===== src/rtl/pse_pkg.sv =====
// shared types, constants and checksum helpers for the png stored-deflate encoder
package pse_pkg;

    localparam int DIM_W   = 13;
    localparam int RAW_W   = 28;
    localparam int STEP_W  = 6;
    localparam int CIDX_W  = 2;

    localparam logic [CIDX_W-1:0] REG_WIDTH  = 2'd0;
    localparam logic [CIDX_W-1:0] REG_HEIGHT = 2'd1;

    localparam logic CMD_BEGIN = 1'b0;
    localparam logic CMD_PIXEL = 1'b1;

    localparam logic [31:0] CRC_POLY  = 32'hEDB88320;
    localparam logic [31:0] CRC_INIT  = 32'hFFFFFFFF;
    localparam logic [31:0] IEND_CRC  = 32'hAE426082;
    localparam logic [16:0] ADLER_MOD = 17'd65521;
    localparam logic [15:0] BLOCK_MAX = 16'hFFFF;

    localparam logic [STEP_W-1:0] PRO_LAST = 6'd42;
    localparam logic [STEP_W-1:0] TRL_LAST = 6'd19;

    typedef struct packed {
        logic        command;
        logic [31:0] pixel_rgba;
    } t_in_item;

    typedef struct packed {
        logic [7:0] out_byte;
        logic       run_last;
        logic       stream_last;
    } t_out_item;

    typedef struct packed {
        logic [DIM_W-1:0] width;
        logic [DIM_W-1:0] height;
        logic [RAW_W-1:0] raw_len;
        logic [31:0]      idat_len;
    } t_frame_info;

    typedef enum logic [1:0] {
        ST_IDLE,
        ST_PRO,
        ST_PIX,
        ST_TRL
    } t_state;

    function automatic logic [31:0] crc_byte(input logic [31:0] c_in, input logic [7:0] b);
        logic [31:0] c;
        c = c_in ^ {24'd0, b};
        for (int k = 0; k < 8; k++) begin
            c = (c >> 1) ^ (CRC_POLY & {32{c[0]}});
        end
        return c;
    endfunction

    // big-endian byte pick, idx 0 is the top byte
    function automatic logic [7:0] be_byte(input logic [31:0] v, input logic [1:0] idx);
        logic [7:0] b;
        case (idx)
            2'd0:    b = v[31:24];
            2'd1:    b = v[23:16];
            2'd2:    b = v[15:8];
            default: b = v[7:0];
        endcase
        return b;
    endfunction

endpackage


===== src/rtl/pse_frame_calc.sv =====
// clamps the image size and derives the raw length and idat chunk length
module pse_frame_calc
    import pse_pkg::*;
#(
    parameter int MAX_WIDTH  = 4096,
    parameter int MAX_HEIGHT = 4096
) (
    input  logic             i_clk,
    input  logic [DIM_W-1:0] i_width,
    input  logic [DIM_W-1:0] i_height,
    output t_frame_info      o_info
);

    localparam int DIM_TOP = (1 << DIM_W) - 1;
    localparam logic [DIM_W-1:0] W_MAX = DIM_W'((MAX_WIDTH  > DIM_TOP) ? DIM_TOP : MAX_WIDTH);
    localparam logic [DIM_W-1:0] H_MAX = DIM_W'((MAX_HEIGHT > DIM_TOP) ? DIM_TOP : MAX_HEIGHT);
    localparam int Q_W = RAW_W - 16;

    logic [DIM_W-1:0] r_w, r_h;
    logic [RAW_W-1:0] r_raw, r_raw2;
    logic [Q_W:0]     r_nb;
    logic [31:0]      r_idat;

    logic [DIM_W+1:0] row_bytes;
    logic [Q_W-1:0]   q0;
    logic [16:0]      rem0;
    logic [Q_W:0]     q1;
    logic [16:0]      rem1;

    always_comb begin
        row_bytes = {1'b0, r_w, 1'b0} + {2'b0, r_w} + (DIM_W+2)'(1);
        // raw / 65535: 2^16 = 65535 + 1, so remainder is low half plus quotient
        q0   = r_raw[RAW_W-1:16];
        rem0 = {1'b0, r_raw[15:0]} + 17'(q0);
        if (rem0 >= 17'(BLOCK_MAX)) begin
            q1   = {1'b0, q0} + (Q_W+1)'(1);
            rem1 = rem0 - 17'(BLOCK_MAX);
        end else begin
            q1   = {1'b0, q0};
            rem1 = rem0;
        end
    end

    always_ff @(posedge i_clk) begin
        r_w    <= (i_width == '0) ? DIM_W'(1) : ((i_width > W_MAX) ? W_MAX : i_width);
        r_h    <= (i_height == '0) ? DIM_W'(1) : ((i_height > H_MAX) ? H_MAX : i_height);
        r_raw  <= RAW_W'(r_h) * RAW_W'(row_bytes);
        r_raw2 <= r_raw;
        r_nb   <= q1 + (Q_W+1)'(rem1 != '0);
        r_idat <= 32'd6 + 32'(r_raw2) + 32'({r_nb, 2'b00}) + 32'(r_nb);
    end

    assign o_info = '{width: r_w, height: r_h, raw_len: r_raw2, idat_len: r_idat};

endmodule


===== src/rtl/pse_emitter.sv =====
// byte sequencer: prologue, pixel bytes with block headers, trailer, running checksums
module pse_emitter
    import pse_pkg::*;
(
    input  logic        i_clk,
    input  logic        i_rst_n,
    input  logic        i_load,
    input  t_in_item    i_item,
    input  t_frame_info i_info,
    input  logic        i_adv,
    output logic        o_active,
    output logic        o_emit,
    output t_out_item   o_byte
);

    t_state             r_state, n_state;
    logic [STEP_W-1:0]  r_step, n_step;
    logic [1:0]         r_k, n_k;
    logic [2:0]         r_hs, n_hs;
    logic [23:0]        r_px, n_px;
    logic [31:0]        r_hcrc, n_hcrc;
    logic [31:0]        r_crc, n_crc;
    logic [15:0]        r_alo, n_alo;
    logic [15:0]        r_ahi, n_ahi;
    logic [15:0]        r_fill, n_fill;
    logic [RAW_W-1:0]   r_left, n_left;
    logic               r_open, n_open;
    logic [DIM_W-1:0]   r_col, n_col;

    logic [7:0]  b;
    logic        b_last, b_end, b_idat;
    logic [15:0] blk_n;
    logic [16:0] s_lo, s_hi, m_lo, m_hi;
    logic [DIM_W:0] col_inc;

    always_comb begin
        blk_n   = (r_left > RAW_W'(BLOCK_MAX)) ? BLOCK_MAX : r_left[15:0];
        col_inc = {1'b0, r_col} + (DIM_W+1)'(1);
        b       = 8'd0;
        b_last  = 1'b0;
        b_end   = 1'b0;
        b_idat  = 1'b0;
        case (r_state)
            ST_PRO: begin
                case (r_step)
                    6'd0:  b = 8'd137;
                    6'd1:  b = 8'd80;
                    6'd2:  b = 8'd78;
                    6'd3:  b = 8'd71;
                    6'd4:  b = 8'd13;
                    6'd5:  b = 8'd10;
                    6'd6:  b = 8'd26;
                    6'd7:  b = 8'd10;
                    6'd11: b = 8'd13;
                    6'd12: b = 8'd73;
                    6'd13: b = 8'd72;
                    6'd14: b = 8'd68;
                    6'd15: b = 8'd82;
                    6'd18: b = 8'(i_info.width >> 8);
                    6'd19: b = i_info.width[7:0];
                    6'd22: b = 8'(i_info.height >> 8);
                    6'd23: b = i_info.height[7:0];
                    6'd24: b = 8'd8;
                    6'd25: b = 8'd2;
                    6'd29, 6'd30, 6'd31, 6'd32: b = be_byte(~r_hcrc, 2'(r_step - 6'd29));
                    6'd33, 6'd34, 6'd35, 6'd36: b = be_byte(i_info.idat_len, 2'(r_step - 6'd33));
                    6'd37: b = 8'd73;
                    6'd38: b = 8'd68;
                    6'd39: b = 8'd65;
                    6'd40: b = 8'd84;
                    6'd41: b = 8'h78;
                    6'd42: b = 8'h01;
                    default: b = 8'd0;
                endcase
                b_idat = (r_step >= 6'd37);
                b_last = (r_step == PRO_LAST);
            end
            ST_PIX: begin
                b_idat = 1'b1;
                if (r_fill == '0) begin
                    case (r_hs)
                        3'd0:    b = {7'd0, r_left <= RAW_W'(BLOCK_MAX)};
                        3'd1:    b = blk_n[7:0];
                        3'd2:    b = blk_n[15:8];
                        3'd3:    b = ~blk_n[7:0];
                        default: b = ~blk_n[15:8];
                    endcase
                end else begin
                    case (r_k)
                        2'd0:    b = 8'd0;
                        2'd1:    b = r_px[23:16];
                        2'd2:    b = r_px[15:8];
                        default: b = r_px[7:0];
                    endcase
                    b_last = (r_k == 2'd3) && (r_left != RAW_W'(1));
                end
            end
            ST_TRL: begin
                case (r_step)
                    6'd0, 6'd1, 6'd2, 6'd3: b = be_byte({r_ahi, r_alo}, r_step[1:0]);
                    6'd4, 6'd5, 6'd6, 6'd7: b = be_byte(~r_crc, r_step[1:0]);
                    6'd12: b = 8'd73;
                    6'd13: b = 8'd69;
                    6'd14: b = 8'd78;
                    6'd15: b = 8'd68;
                    6'd16, 6'd17, 6'd18, 6'd19: b = be_byte(IEND_CRC, r_step[1:0]);
                    default: b = 8'd0;
                endcase
                b_idat = (r_step <= 6'd3);
                b_last = (r_step == TRL_LAST);
                b_end  = b_last;
            end
            default: ;
        endcase
    end

    assign o_active = (r_state != ST_IDLE);
    assign o_emit   = o_active && i_adv;
    assign o_byte   = '{out_byte: b, run_last: b_last, stream_last: b_end};

    always_comb begin
        s_lo = {1'b0, r_alo} + 17'(b);
        m_lo = (s_lo >= ADLER_MOD) ? s_lo - ADLER_MOD : s_lo;
        s_hi = {1'b0, r_ahi} + m_lo;
        m_hi = (s_hi >= ADLER_MOD) ? s_hi - ADLER_MOD : s_hi;

        n_state = r_state;
        n_step  = r_step;
        n_k     = r_k;
        n_hs    = r_hs;
        n_px    = r_px;
        n_hcrc  = r_hcrc;
        n_crc   = r_crc;
        n_alo   = r_alo;
        n_ahi   = r_ahi;
        n_fill  = r_fill;
        n_left  = r_left;
        n_open  = r_open;
        n_col   = r_col;

        if (o_emit) begin
            if (b_idat) begin
                n_crc = crc_byte(r_crc, b);
            end
            case (r_state)
                ST_PRO: begin
                    if (r_step >= 6'd12 && r_step <= 6'd28) begin
                        n_hcrc = crc_byte(r_hcrc, b);
                    end
                    if (r_step == 6'd33) begin
                        n_left = i_info.raw_len;
                    end
                    n_step = r_step + 6'd1;
                    if (b_last) begin
                        n_state = ST_IDLE;
                    end
                end
                ST_PIX: begin
                    if (r_fill == '0) begin
                        if (r_hs == 3'd4) begin
                            n_hs   = 3'd0;
                            n_fill = blk_n;
                        end else begin
                            n_hs = r_hs + 3'd1;
                        end
                    end else begin
                        n_alo  = m_lo[15:0];
                        n_ahi  = m_hi[15:0];
                        n_fill = r_fill - 16'd1;
                        n_left = r_left - RAW_W'(1);
                        n_k    = r_k + 2'd1;
                        if (r_left == RAW_W'(1)) begin
                            // frame length used up, trailer follows
                            n_open  = 1'b0;
                            n_state = ST_TRL;
                            n_step  = '0;
                        end else if (r_k == 2'd3) begin
                            n_state = ST_IDLE;
                        end
                    end
                end
                ST_TRL: begin
                    n_step = r_step + 6'd1;
                    if (b_last) begin
                        n_state = ST_IDLE;
                    end
                end
                default: ;
            endcase
        end

        if (i_load) begin
            if (i_item.command == CMD_BEGIN) begin
                n_state = ST_PRO;
                n_step  = '0;
                n_open  = 1'b1;
                n_col   = '0;
                n_hcrc  = CRC_INIT;
                n_crc   = CRC_INIT;
                n_alo   = 16'd1;
                n_ahi   = 16'd0;
                n_fill  = '0;
            end else if (n_open) begin
                n_state = ST_PIX;
                n_k     = (r_col == '0) ? 2'd0 : 2'd1;
                n_hs    = 3'd0;
                n_px    = i_item.pixel_rgba[31:8];
                n_col   = (col_inc >= {1'b0, i_info.width}) ? '0 : col_inc[DIM_W-1:0];
            end else begin
                n_state = ST_IDLE;
            end
        end
    end

    always_ff @(posedge i_clk) begin
        if (!i_rst_n) begin
            r_state <= ST_IDLE;
            r_open  <= 1'b0;
            r_col   <= '0;
            r_crc   <= CRC_INIT;
            r_alo   <= 16'd1;
            r_ahi   <= 16'd0;
            r_fill  <= '0;
            r_left  <= '0;
        end else begin
            r_state <= n_state;
            r_open  <= n_open;
            r_col   <= n_col;
            r_crc   <= n_crc;
            r_alo   <= n_alo;
            r_ahi   <= n_ahi;
            r_fill  <= n_fill;
            r_left  <= n_left;
        end
        r_step <= n_step;
        r_k    <= n_k;
        r_hs   <= n_hs;
        r_px   <= n_px;
        r_hcrc <= n_hcrc;
    end

endmodule


===== src/rtl/png_stored_deflate_encoder_top.sv =====
// channel     | signals                             | payload
// input item  | i_in_valid / o_in_ready             | i_in_item (command, pixel_rgba)
// result item | o_out_valid / i_out_ready           | o_out_item (out_byte, run_last, stream_last)
// config      | i_cfg_valid / o_cfg_ready           | i_cfg_index, i_cfg_data
//
// one byte per unstalled cycle: a pixel is 3 bytes, 4 at a row start, 5 more at a block start
// a begin item gives 43 bytes, the pixel that ends the frame 20 more for the trailer
// the byte sequencer sets the pace; the next item is taken on the cycle of the previous last byte
// reset is synchronous, active low; no clearing pass
// a stalled output holds the sequencer, the input buffer still takes one item
module png_stored_deflate_encoder_top
    import pse_pkg::*;
#(
    parameter int MAX_WIDTH  = 4096,
    parameter int MAX_HEIGHT = 4096
) (
    input  logic              i_clk,
    input  logic              i_rst_n,
    input  logic              i_in_valid,
    output logic              o_in_ready,
    input  t_in_item          i_in_item,
    output logic              o_out_valid,
    input  logic              i_out_ready,
    output t_out_item         o_out_item,
    input  logic              i_cfg_valid,
    output logic              o_cfg_ready,
    input  logic [CIDX_W-1:0] i_cfg_index,
    input  logic [DIM_W-1:0]  i_cfg_data
);

    logic [DIM_W-1:0] r_width, r_height;
    logic             r_in_valid;
    t_in_item         r_in_item;
    logic             r_out_valid;
    t_out_item        r_out_item;

    t_frame_info info;
    logic        adv, active, emit, take;
    t_out_item   byte_item;

    assign o_cfg_ready = 1'b1;
    assign adv         = !r_out_valid || i_out_ready;
    assign take        = r_in_valid && (!active || (emit && byte_item.run_last));
    assign o_in_ready  = !r_in_valid || take;
    assign o_out_valid = r_out_valid;
    assign o_out_item  = r_out_item;

    pse_frame_calc #(
        .MAX_WIDTH  (MAX_WIDTH),
        .MAX_HEIGHT (MAX_HEIGHT)
    ) u_calc (
        .i_clk    (i_clk),
        .i_width  (r_width),
        .i_height (r_height),
        .o_info   (info)
    );

    pse_emitter u_emit (
        .i_clk    (i_clk),
        .i_rst_n  (i_rst_n),
        .i_load   (take),
        .i_item   (r_in_item),
        .i_info   (info),
        .i_adv    (adv),
        .o_active (active),
        .o_emit   (emit),
        .o_byte   (byte_item)
    );

    always_ff @(posedge i_clk) begin
        if (!i_rst_n) begin
            r_width     <= DIM_W'(1);
            r_height    <= DIM_W'(1);
            r_in_valid  <= 1'b0;
            r_out_valid <= 1'b0;
        end else begin
            if (i_cfg_valid) begin
                case (i_cfg_index)
                    REG_WIDTH:  r_width  <= i_cfg_data;
                    REG_HEIGHT: r_height <= i_cfg_data;
                    default: ;
                endcase
            end
            if (o_in_ready) begin
                r_in_valid <= i_in_valid;
            end
            if (adv) begin
                r_out_valid <= emit;
            end
        end
        if (o_in_ready && i_in_valid) begin
            r_in_item <= i_in_item;
        end
        if (emit) begin
            r_out_item <= byte_item;
        end
    end

`ifndef SYNTH
    a_end_is_last: assert property (@(posedge i_clk) disable iff (!i_rst_n)
        o_out_valid && o_out_item.stream_last |-> o_out_item.run_last)
        else $error("stream end without item end");
    a_no_take_empty: assert property (@(posedge i_clk) disable iff (!i_rst_n)
        take |-> r_in_valid)
        else $error("sequencer took an empty buffer");
    a_rst_quiet: assert property (@(posedge i_clk)
        !i_rst_n |=> !o_out_valid && !r_in_valid)
        else $error("valid after reset");
`endif

endmodule


===== config.mk =====
export PLATFORM = sky130hd
export DESIGN_NAME = png_stored_deflate_encoder_top
export DESIGN_NICKNAME = d
export VERILOG_FILES = /design/src/rtl/pse_pkg.sv /design/src/rtl/pse_frame_calc.sv /design/src/rtl/pse_emitter.sv /design/src/rtl/png_stored_deflate_encoder_top.sv
export SDC_FILE = /design/constraint.sdc
export NUM_CORES = 2
export LEC_CHECK = 0
export BUFFER_PORTS_ARGS = -buffer_cell sky130_fd_sc_hd__buf_2
export CAP_MARGIN = 20
export CORE_AREA = 2 2 313 160
export DETAILED_ROUTE_END_ITERATION = 16
export DIE_AREA = 0 0 315 162
export GPL_TIMING_DRIVEN = 0
export PLACE_DENSITY = 0.81
export SYNTH_ARGS = -nofsm -noshare
export SYNTH_HDL_FRONTEND = slang
export SYNTH_SLANG_ARGS = --single-unit
export TNS_END_PERCENT = 10

===== constraint.sdc =====
create_clock -name i_clk -period 11 [get_ports i_clk]
set_input_delay 1.65 -clock i_clk [delete_from_list [all_inputs] [get_ports i_clk]]
set_output_delay 1.65 -clock i_clk [all_outputs]
set_load 0.005 [all_outputs]

==> flow_summary.yaml <==
outcome:
  status: "finished, final reports clean"
worst_setup_path:
  path_max_fanout: 10
  timing.critical_path.from: "u_emit.r_step[0]"
  max_stage_delay_ns: 0.54
  critPathArrivalTime_ns: 10.87
  worst-path-buf-inv: 8
  crit_type: "flip-flop to flip-flop"
  cp_top_family: "compound AO/OA/AOI/OAI gates"
  cp_num_cells: 37
  crit_slowest_cell: "or4_4"
  cp-end-kind: "flip-flop"
  cpMostUsedCell: "buf_2"
  timing.rr.start: "u_emit.r_step[0]"
  r2r_cells: 37
  worst_ep_required_time_ns: 11.42
  start_kind: "flip-flop"
clock_tree:
  htree_levels: 2
  cts_tree: "yes"
  clock_path_buffers: 3
  cts_hold_buf: 0
  clk_latency_ns: 0.57
  numClockSinks: 379
  cts_root_buffer: "clkbuf_16"
  path_clk_slew_ns: 0.07
  cts_buffers: 36
floorplan:
  start_util: 0.646
  io_pins: 66
  dieArea_um2: 51000
  num_rows: 57
  core_area_um2: 48100
  die-height_um: 162
  die_w_um: 315
synth:
  synth_cell_types: 114
  synth_edf_count: 59
  syn_inst: 3657
  seq_area_frac_synth: 0.263
  synth_flop_cell: "dfxtp_1"
  synthArstFlopShare: 0
  syn_area_um2: 31100
  syn_nets: 4059
  yosys_warnings: 0
  syn_area_per_cell_um2: 8.50
  ys_ff_latch: 379
routing:
  detail-route-antenna-nets: 0
  wl_per_cell_um: 21.7
  wl_met2_um: 42400
  met1_length_um: 40900
  post_drt_via_cell_ratio: 6.38
  drcViolationCount: 0
  drt_iter0_markers: 3381
  dr_wl_met3_um: 9970
  first_pass_iters: 8
  dr.max_layer_used: "met4"
  vias: 28300
  routed_wl_um: 96400
grt:
  grt_pass1_vias: 27000
  grt_pass1_wl_um: 150000
  grtUsageTotal: 0.374
  grt_overflow: 0
  grt_max_degree: 32
  antenna_found_initial: 2
sta:
  fin_skew_ns: 0.0277
  max_slew_margin: 0.264
  worst_pin_slew_ns: 1.09
  finalSetupViolCount: 0
  finalCriticalPeriod_ns: 10.45
  holdWs_ns: 0.376
  hold_viol_final: 0
  max_freq_mhz: 95.7
  post-route-period-util: 0.950
  drv_slew: 0
final_layout:
  areaGrowthSynthToFinish_pct: 7.95
  fin_util: 0.697
  nets: 4158
  multi_input_area_um2: 21000
  fill_cells: 3929
  seqCellArea_um2: 8180
  drive_above_1_share: 0.0680
min_path:
  min_from: "u_calc.r_raw[2]"
  hold_class: "flip-flop to flip-flop"
  holdPathStages: 0
placed_design:
  io_buffers: 56
  hpwl_um: 74300
  routabilityCongestion: 0.977
run:
  maxCapViolCount: 0
power_and_ir_drop:
  power.leakage_nw: 13.7
  peakVddDrop_v: 0.000117
  power_density_nw_per_um2: 123
## placed cells by master, fill, tap and decap left out, types with 103 or more instances in the layout
| cell type | n |
|---|---|
| fa_1 | 159 |
| xnor2_1 | 171 |
| a21oi_1 | 177 |
| nand3_1 | 103 |
| o21ai_0 | 168 |
| ha_1 | 190 |
| inv_1 | 300 |
| nand2_1 | 409 |
| nor2_1 | 181 |
| dfxtp_1 | 320 |
| clkbuf_1 | 164 |
## logic make-up (layout without fill, tap and decap cells)
family / count (synthesis) / count (layout) / share of synthesized area
xor gates and xnor gates: 291 / 291 / 0.0914
adders and majority gates: 349 / 349 / 0.179
muxes: 21 / 21 / 0.00700
AOI/OAI and AO/OA: 873 / 873 / 0.195
other: 2 / 4 / 0.000241
and+or+nand+nor: 1240 / 1240 / 0.202
buffers and inverters: 502 / 627 / 0.0629
DFF: 379 / 379 / 0.263
## layer usage
layer / vias to the layer above / GRT usage
met5: - / 0
met4: 0 / 0.129
met3: 214 / 0.0809
met2: 1439 / 0.574
met1: 13600 / 0.524
li1: 13000 / -
## worst register-to-register path: cells and delay by family, from the launching register on
family,cells,cell delay (ns)
AOI/OAI and AO/OA,17,4.48
xor gates and xnor gates,2,0.54
adders and majority gates,3,0.80
buffers and inverters,8,2.09
DFF,1,0.36
and+or+nand+nor,7,2.02
## path summary, 6_finish.rpt
check             slack, ns               end
hold / removal         0.38  u_calc.r_raw2[2]
setup / recovery       0.55   u_emit.r_ahi[9]
setup reg to reg       0.55   u_emit.r_ahi[9]
hold reg to reg        0.38  u_calc.r_raw2[2]
## final cells by class
| cell class | instances | area share |
|---|---|---|
| inverters | 302 | 0.0338 |
| diodes | 2 | 0.000149 |
| clock buffers | 46 | 0.0301 |
| clock inverters | 18 | 0.00634 |
| well taps | 649 | 0.0242 |
| repair buffers | 61 | 0.0105 |
| multi-input cells | 2776 | 0.627 |
| plain buffers | 200 | 0.0246 |
| flip-flops and latches | 379 | 0.244 |
## report_power, final
part | switching [mW] | internal [mW] | leakage [nW] | total, mW
Combinational | 0.754 | 0.427 | 9.98 | 1.18
Sequential | 0.108 | 1.50 | 3.16 | 1.61
Clock | 0.605 | 0.732 | 0.598 | 1.34
Total | 1.47 | 2.66 | 13.7 | 4.13
## per-stage QoR
step / setup TNS [ns] / worst slack (ns) / total power, mW / instance area (um2) / instances
floorplan: 0 / 2.42 / 2.41 / 31100 / 3657
global placement: 0 / 0.590 / 2.75 / 32200 / 4362
detailed placement: 0 / 0.421 / 2.77 / 32200 / 4363
CTS: 0 / 0.359 / 4.09 / 33400 / 4427
global route: -0.0167 / -0.0121 / 4.28 / 33600 / 4431
finish: 0 / 0.548 / 4.13 / 33600 / 4433
## synthesized netlist by cell type (16+ instances only)
master / number / area share
nor2b_1: 102 / 0.021
or2_2: 17 / 0.0034
a21oi_1: 178 / 0.029
nor3b_1: 18 / 0.0043
fa_1: 159 / 0.10
nor4_1: 29 / 0.0058
nor2_1: 181 / 0.022
nand4_1: 30 / 0.0060
a21boi_0: 43 / 0.010
xnor2_1: 173 / 0.049
edfxtp_1: 59 / 0.057
o311ai_0: 16 / 0.0045
nand3_1: 103 / 0.017
o31ai_1: 27 / 0.0065
dfxtp_1: 320 / 0.21
ha_1: 190 / 0.076
clkbuf_1: 163 / 0.020
and3_1: 29 / 0.0058
o211ai_1: 59 / 0.014
o21a_1: 28 / 0.0068
buf_2: 24 / 0.0039
o22ai_1: 20 / 0.0040
and2_1: 99 / 0.020
a211oi_1: 39 / 0.0094
or3_1: 26 / 0.0052
nand2_1: 409 / 0.049
a22oi_1: 22 / 0.0053
inv_1: 300 / 0.036
a21o_1: 31 / 0.0075
nor3_1: 84 / 0.014
a31oi_1: 32 / 0.0064
xor2_1: 93 / 0.026
o21ai_0: 168 / 0.027
nand2b_1: 38 / 0.0076
## flip-flops by register name (all words and copies together), names as in the netlist, 3 cells and up
register and flops:
u_calc.r_w 13, u_emit.r_col 13, u_emit.r_fill 16, u_calc.r_idat 30, u_emit.r_step 6, u_emit.r_px 24
u_emit.r_hcrc 32, u_emit.r_hs 3, o_out_item 10, u_calc.r_raw2 28, u_calc.r_nb 13, u_emit.r_left 28
u_calc.r_h 13, r_in_item 25, u_emit.r_alo 16, u_emit.r_ahi 16, u_calc.r_raw 28, u_emit.r_crc 32
r_height 13, r_width 13
## timing repair
item	in CTS	in global routing
endpoints found under the setup margin	0	15
gates resized for setup	0	19
buffers inserted	0	1
hold endpoints to repair	0	0
No activity file was read; power rests on OpenSTA's default activity.
